[config.mk]
export PLATFORM = sky130hd
export DESIGN_NAME = osa_front
export DESIGN_NICKNAME = d
export VERILOG_FILES = /design/src/sv/osa_pkg.sv /design/src/sv/osa_front.sv
export SDC_FILE = /design/constraint.sdc
export NUM_CORES = 1
export LEC_CHECK = 0
export BUFFER_PORTS_ARGS = -buffer_cell sky130_fd_sc_hd__clkbuf_2
export CORE_MARGIN = 5
export CORE_UTILIZATION = 40
export CTS_CLUSTER_DIAMETER = 120
export CTS_CLUSTER_SIZE = 40
export DETAILED_ROUTE_END_ITERATION = 12
export SYNTH_ARGS = -nofsm -noshare
export SYNTH_HDL_FRONTEND = slang
export SYNTH_SLANG_ARGS = --single-unit
export TNS_END_PERCENT = 30
[constraint.sdc]
create_clock -name clk_i -period 4.1 [get_ports clk_i]
set_clock_uncertainty 0.15 [all_clocks]
set_input_delay 0.82 -clock clk_i [delete_from_list [all_inputs] [get_ports clk_i]]
set_output_delay 0.82 -clock clk_i [all_outputs]
set_load 0.02 [all_outputs]
[src/sv/osa_pkg.sv]
package osa_pkg;

  // func codes of an input request
  localparam logic [1:0] FUNC_SUBJ  = 2'd0;
  localparam logic [1:0] FUNC_QUERY = 2'd1;
  localparam logic [1:0] FUNC_COMP  = 2'd2;

  localparam int unsigned SIM_W  = 17;
  localparam int unsigned OUT_LW = 7;
  localparam int unsigned FRAC_W = 16;

  typedef enum logic [1:0] {
    OSA_OP_SUBJ,
    OSA_OP_QUERY,
    OSA_OP_COMP
  } osa_op_e;

  typedef struct packed {
    osa_op_e    op;
    logic [7:0] symbol;
  } osa_cmd_t;

  typedef struct packed {
    logic [OUT_LW-1:0] distance;
    logic [OUT_LW-1:0] longest_length;
    logic [SIM_W-1:0]  similarity_q16;
    logic              overflow;
  } osa_res_t;

  typedef enum logic [2:0] {
    OSA_IDLE,
    OSA_ROW_RD,
    OSA_ROW_LD,
    OSA_CELL_RD,
    OSA_CELL_EX,
    OSA_FINISH,
    OSA_DIV,
    OSA_OUT
  } osa_state_e;

endpackage

[src/sv/osa_front.sv]
module osa_front (
  input  logic              clk_i,
  input  logic              rst_ni,
  input  logic              in_valid_i,
  input  logic [1:0]        in_func_i,
  input  logic [7:0]        in_symbol_i,
  output logic              in_ready_o,
  output logic              cmd_valid_o,
  output osa_pkg::osa_cmd_t cmd_o,
  input  logic              cmd_pop_i
);

  osa_pkg::osa_cmd_t fifo_q [2];
  logic              wr_ptr_q, rd_ptr_q;
  logic [1:0]        count_q;
  logic              accept, push, pop;
  osa_pkg::osa_cmd_t cmd_in;

  // classify request, unused code is dropped
  always_comb begin
    cmd_in.symbol = in_symbol_i;
    cmd_in.op     = osa_pkg::OSA_OP_SUBJ;
    push          = 1'b0;
    unique case (in_func_i)
      osa_pkg::FUNC_SUBJ: begin
        cmd_in.op = osa_pkg::OSA_OP_SUBJ;
        push      = accept;
      end
      osa_pkg::FUNC_QUERY: begin
        cmd_in.op = osa_pkg::OSA_OP_QUERY;
        push      = accept;
      end
      osa_pkg::FUNC_COMP: begin
        cmd_in.op = osa_pkg::OSA_OP_COMP;
        push      = accept;
      end
      default: push = 1'b0;
    endcase
  end

  assign in_ready_o  = (count_q != 2'd2);
  assign accept      = in_valid_i && in_ready_o;
  assign cmd_valid_o = (count_q != 2'd0);
  assign cmd_o       = fifo_q[rd_ptr_q];
  assign pop         = cmd_pop_i && cmd_valid_o;

  // two-entry command queue
  always_ff @(posedge clk_i or negedge rst_ni) begin
    if (!rst_ni) begin
      wr_ptr_q <= 1'b0;
      rd_ptr_q <= 1'b0;
      count_q  <= 2'd0;
    end else begin
      if (push) wr_ptr_q <= ~wr_ptr_q;
      if (pop) rd_ptr_q <= ~rd_ptr_q;
      count_q <= count_q + {1'b0, push} - {1'b0, pop};
    end
  end

  always_ff @(posedge clk_i) begin
    if (push) fifo_q[wr_ptr_q] <= cmd_in;
  end

endmodule

==> results of run 1 <==
## cells in the mapped netlist
| cell type | instances | area, um2 |
|---|---|---|
| a21boi_4 | 1 | 18.8 |
| mux2_2 | 6 | 67.6 |
| a21oi_1 | 1 | 5.00 |
| xnor2_1 | 2 | 17.5 |
| and3_2 | 1 | 7.51 |
| a21oi_2 | 1 | 8.76 |
| ha_1 | 1 | 12.5 |
| buf_2 | 1 | 5.00 |
| nor2b_4 | 1 | 13.8 |
| and2b_2 | 2 | 17.5 |
| or2_1 | 1 | 6.26 |
| nor2_1 | 2 | 7.51 |
| o21ai_0 | 1 | 5.00 |
| a211oi_1 | 1 | 7.51 |
| dfrtp_1 | 4 | 100 |
| nand2b_1 | 1 | 6.26 |
| nand2_1 | 3 | 11.3 |
| edfxtp_1 | 20 | 601 |
| nor3_2 | 1 | 10.0 |
| mux2_1 | 4 | 45.0 |
| nand3_1 | 1 | 5.00 |
| xor2_1 | 1 | 8.76 |
## layout make-up
class | instances | area [um2]
repair buffers | 25 | 125
flip-flops and latches | 24 | 701
multi-input cells | 32 | 282
clock buffers | 4 | 26.3
fillers | 216 | 1240
well taps | 30 | 37.5
## where the power goes
part | internal [mW] | switching [mW] | leakage (nW) | total (mW)
combinational | 0.113 | 0.146 | 0.218 | 0.259
clock | 0.0379 | 0.0629 | 0.0150 | 0.101
sequential | 0.327 | 0.0529 | 0.232 | 0.380
## registers in the layout (all words and copies together), names as in the netlist
signal and flops:
fifo_q 20, count_q 2, wr_ptr_q 1, rd_ptr_q 1
## logic make-up after synthesis
group                    after synthesis
multiplexers                          10
buffers and inverters                  1
XOR/XNOR                               3
AO/OA/AOI/OAI                          5
flip-flops                            24
AND/OR/NAND/NOR                       13
adder cells (fa/ha/maj)                1
## through the flow
| step | worst slack [ps] | power [mW] | util [%] | instance area [um2] |
|---|---|---|---|---|
| floorplan | 1990 | 0.567 | - | 987 |
| global placement | 1670 | 0.647 | 47.5 | 1140 |
| detailed placement | 1610 | 0.652 | 47.5 | 1140 |
| CTS | 1590 | 0.753 | 48.6 | 1170 |
| global route | 1540 | 0.787 | 48.6 | 1170 |
| finish | 1620 | 0.739 | 48.6 | 1170 |
## worst max-delay path, cell delays in order (launching register included)
cell and delay (ps):
dfrtp_1 660, mux2_2 400, clkbuf_2 160
## final timing paths
kind	slack, ps	startpoint	endpoint	cells past startpoint
hold / removal	150	rst_ni	count_q[1]	1
max in group asynchronous	3530	rst_ni	rd_ptr_q	1
setup reg to reg	2200	count_q[0]	fifo_q[0][7]	3
hold reg to reg	370	wr_ptr_q	wr_ptr_q	1
min in group clk_i	370	wr_ptr_q	wr_ptr_q	1
setup / recovery	1620	rd_ptr_q	cmd_o[2]	2
## metal layers
layer	part of all wire [%]	vias to the layer above	global-route usage [%]
met5	0	-	0
met4	0.68	0	3.80
met3	6.6	2	3.02
met2	49	13	13.0
met1	43	253	11.7
li1	-	267	-
==> run_results.csv, run 1 <==
group,metric,value,unit
layout,synthToLayoutAreaGrowth,18.6,%
global_routing,grt_pass1_vias,498,
routing,drc_errors,0,
timing,worstMarginPinSlew,828,ps
yosys,synth_xor_area_share,2.66,%
floorplan,die_h,59.7,um
setup_path,endpoint_kind,"output pin",
clock_tree,cts.clk_slew.worst_paths,120,ps
timing,max_freq,0.403,GHz
layout,mostFrequentLayoutCells,"25 x clkbuf_2, 20 x edfxtp_1, 6 x mux2_2, 4 x mux2_1, 4 x dfrtp_1",
clock_tree,hold_buffers,0,
layout,nNetsFinal,101,
timing,finalCritPeriodShare,60.5,%
floorplan,die_area,3560,um2
setup_path,worst-setup-path-type,"reg -> out",
timing,setup_violations,0,
timing,hold_ws,145,ps
clock_tree,cts_sinks,24,
clock_tree,cts_max_level,1,
floorplan,io_pins,26,
global_routing,grt_pass1_wl,2240,um
clock_tree,max-clock-path-buffers,2,
routing,drt_wl_total,1460,um
layout,n_antenna_cell,0,
floorplan,rows,18,
yosys,synthAdderAreaFrac,1.27,%
yosys,yosys-mux-area-fraction,11.4,%
timing,fin_crit,2480,ps
timing,rsz0062_at_grt,"no",
yosys,ys_seq_area_share,71.0,%
yosys,synth_seq_cells,24,
job,cap_violations,0,
power_and_ir_drop,vdd_drop_max,0.336,mV
clock_tree,clkLatencyLatePin,300,ps
clock_tree,cts_tree,"built",
yosys,synthCells,57,
routing,drt-vias-per-instance,4.65,
yosys,synth_simple_gate_area_share,8.62,%
clock_tree,clockRootBuffer,"clkbuf_4",
routing,drt_iter0_markers,2,
power_and_ir_drop,powerDensity,631,nW/um2
yosys,ys_types,22,
setup_path,critPathMaxFanout,11,
yosys,ys_warn_count,0,
timing,drv_slew,0,
layout,drive_above_1_share,48.2,%
timing,hold_viol,0,
clock_tree,cts_resized,0,
outcome,status,"finished clean",
placed_design,place_inst,111,
placed_design,gp_congestion,0.720,
yosys,syn_nets,72,
routing,drtPass1Iterations,2,
clock_tree,cts_setup_buffers,0,
routing,postRouteAntennaNets,0,
floorplan,core,2410,um2
floorplan,start_util,41.0,%
global_routing,grt_overflow,0,
global_routing,track_usage,8.80,%
timing,maxSlewHeadroom,44.6,%
yosys,syn_area_per_cell,17.3,um2
global_routing,grt_max_degree,14,
global_routing,antenna_found_initial,0,
yosys,synth_compound_area_share,4.56,%
yosys,synth_top_family_by_area,"multiplexers",
clock_tree,numCtsBuffers,3,
layout,mostFrequentLayoutCell,"clkbuf_2",
placed_design,post-dp-hpwl,1090,um
setup_path,cp-start-kind,"flip-flop",
timing,tns,0,ps
yosys,syn_area,987,um2
hold_path,hold_class,"in -> async",
layout,finalNonFillerCells,115,
routing,num_vias,535,
floorplan,die_x,59.7,um
placed_design,port_buffers,25,
setup_path,critPathArrivalTime,1510,ps
power_and_ir_drop,leakagePower,0.465,nW
setup_path,worst_ep_required_time,3130,ps
routing,drt-wirelength-per-cell,12.7,um
No activity file was read; power rests on OpenSTA's default activity.
==> run 2, diff against run 1 <==
==> constraint.sdc (replaced) <==
create_clock -name clk_i -period 2.4 [get_ports clk_i]
set_clock_uncertainty 0.15 [all_clocks]
set_input_delay 0.48 -clock clk_i [delete_from_list [all_inputs] [get_ports clk_i]]
set_output_delay 0.48 -clock clk_i [all_outputs]
set_load 0.02 [all_outputs]
==> run_results.csv, run 2 (same netlist as run 1, synthesis figures left out) <==
group,metric,value,unit
outcome,status,"finished clean",
global_routing,track_usage,9.42,%
power_and_ir_drop,leakagePower,0.493,nW
power_and_ir_drop,pwr-share-clk,20.3,%
power_and_ir_drop,switching_share,32.9,%
floorplan,die_h,59.7,um
setup_path,cp-start-kind,"flip-flop",
job,cap_violations,0,
timing,hold_viol,0,
routing,postRouteAntennaNets,0,
layout,final_cell_area,1220,um2
layout,largest_reg_flops,20,
power_and_ir_drop,p_comb_share,33.2,%
setup_path,critPathMaxFanout,11,
layout,synthToLayoutAreaGrowth,23.8,%
setup_path,critPathTopFamily,"flip-flops",
layout,drive_above_1_share,50.0,%
clock_tree,numCtsBuffers,3,
floorplan,rows,18,
layout,mostFrequentLayoutCells,"25 x clkbuf_2, 20 x edfxtp_1, 6 x mux2_2, 4 x mux2_1, 4 x dfrtp_1",
placed_design,gp_congestion,0.672,
timing,finalCritPeriodShare,89.2,%
setup_path,endpoint_kind,"output pin",
global_routing,antenna_found_initial,0,
setup_path,cpMaxStageDelayCell,"dfrtp_1",
global_routing,grt_max_degree,15,
clock_tree,cts_max_level,1,
placed_design,place_ws,580,ps
timing,max_freq,0.467,GHz
global_routing,grt_overflow,0,
global_routing,grt_pass1_wl,2470,um
power_and_ir_drop,p_sw,457,uW
power_and_ir_drop,p_seq_share,46.5,%
global_routing,grt_pass1_vias,580,
clock_tree,cts_tree,"built",
routing,drt-wirelength-per-cell,12.8,um
routing,drt_iter0_markers,11,
clock_tree,cts_sinks,24,
timing,rsz0062_at_grt,"no",
clock_tree,clkLatencyLatePin,300,ps
floorplan,start_util,41.0,%
routing,drt_wl_total,1510,um
setup_path,worst_ep_required_time,1770,ps
floorplan,core,2410,um2
power_and_ir_drop,powerDensity,1140,nW/um2
setup_path,critPathBufInv,1,
layout,nNetsFinal,104,
routing,drtPass1Iterations,4,
placed_design,port_buffers,25,
timing,maxSlewHeadroom,68.1,%
clock_tree,clockRootBuffer,"clkbuf_4",
timing,drv_slew,0,
layout,n_antenna_cell,0,
setup_path,worst-setup-path-type,"reg -> out",
placed_design,place_inst,113,
layout,finalNonFillerCells,118,
setup_path,critPathMaxStageDelay,660,ps
timing,fin_crit,2140,ps
placed_design,placed_cell_area,1160,um2
power_and_ir_drop,internal_power,932,uW
layout,mostFrequentLayoutCell,"clkbuf_2",
floorplan,io_pins,26,
hold_path,hold_class,"in -> reg",
setup_path,critPathArrivalTime,1510,ps
layout,nFillCells,203,
layout,regMostFlops,"fifo_q",
floorplan,die_x,59.7,um
floorplan,die_area,3560,um2
placed_design,post-dp-hpwl,1170,um
layout,reg.largest.list,"fifo_q x20, count_q x2",
power_and_ir_drop,vdd_drop_max,0.679,mV
clock_tree,max-clock-path-buffers,2,
routing,drt-vias-per-instance,4.65,
timing,setup_violations,0,
setup_path,crit_chain,"mux2_2 -> clkbuf_2",
timing,setup_slack,259,ps
timing,tns,0,ps
routing,drc_errors,0,
routing,num_vias,549,
clock_tree,cts_resized,0,
timing,worstMarginPinSlew,479,ps
clock_tree,cts.clk_slew.worst_paths,130,ps
run 2: changes by cell type in the layout (fill, tap and decap cells not counted):
| cell | previous run | this run |
|---|---|---|
| buf_4 | 0 | 2 |
| bufinv_16 | 0 | 1 |
| clkbuf_1 | 1 | 0 |
| dlygate4sd3_1 | 0 | 1 |
run 2: per-layer routing:
| metal | up-vias | track usage [%] | wire, um |
|---|---|---|---|
| met3 | 0 | 3.24 | 113 |
| met1 | 260 | 10.4 | 587 |
| li1 | 276 | - | - |
| met4 | 0 | 3.80 | 0 |
| met2 | 13 | 16.4 | 809 |
| met5 | - | 0 | 0 |
run 2: cell type report:
| type | instances | area, um2 | area share, % |
|---|---|---|---|
| Sequential cell | 24 | 701 | 57.3 |
| Multi-Input combinational cell | 32 | 282 | 23.0 |
| Timing Repair Buffer | 28 | 150 | 12.3 |
| Tap cell | 30 | 37.5 | 3.07 |
| Clock buffer | 3 | 22.5 | 1.84 |
| Clock inverter | 1 | 30.0 | 2.46 |
run 2: worst paths after layout:
kind / start / end / slack, ps / cells past startpoint
min in group asynchronous: rst_ni / count_q[0] / 340 / 2
setup reg to reg: count_q[0] / fifo_q[0][3] / 910 / 4
hold reg to reg: wr_ptr_q / wr_ptr_q / 360 / 1
setup / recovery: rd_ptr_q / cmd_o[2] / 260 / 2
hold / removal: in_symbol_i[6] / fifo_q[1][6] / 200 / 1
max in group asynchronous: rst_ni / wr_ptr_q / 1630 / 2
run 2: through the flow:
step / hold slack (ps) / util [%] / power [mW]
6_report: 202 / 50.7 / 1.39
5_1_grt: 188 / 50.7 / 1.48
4_1_cts: 197 / 50.7 / 1.41
3_5_place_dp: 142 / 48.1 / 1.13
3_3_place_gp: 142 / 48.1 / 1.11
2_1_floorplan: 34.4 / - / 0.969
run 2: timing repair:
item / in CTS / in global routing
hold buffers: 1 / 0
buffers inserted: 0 / 0
hold endpoints to repair: 4 / 0
run 2: power groups by stage:
stage | Clock (mW) | Sequential (mW) | Combinational [mW]
final | 0.282 | 0.646 | 0.461
after global routing | 0.306 | 0.664 | 0.504
after CTS | 0.288 | 0.649 | 0.471
after detailed placement | 0 | 0.659 | 0.468
after global placement | 0 | 0.652 | 0.461
after floorplan | 0 | 0.611 | 0.358
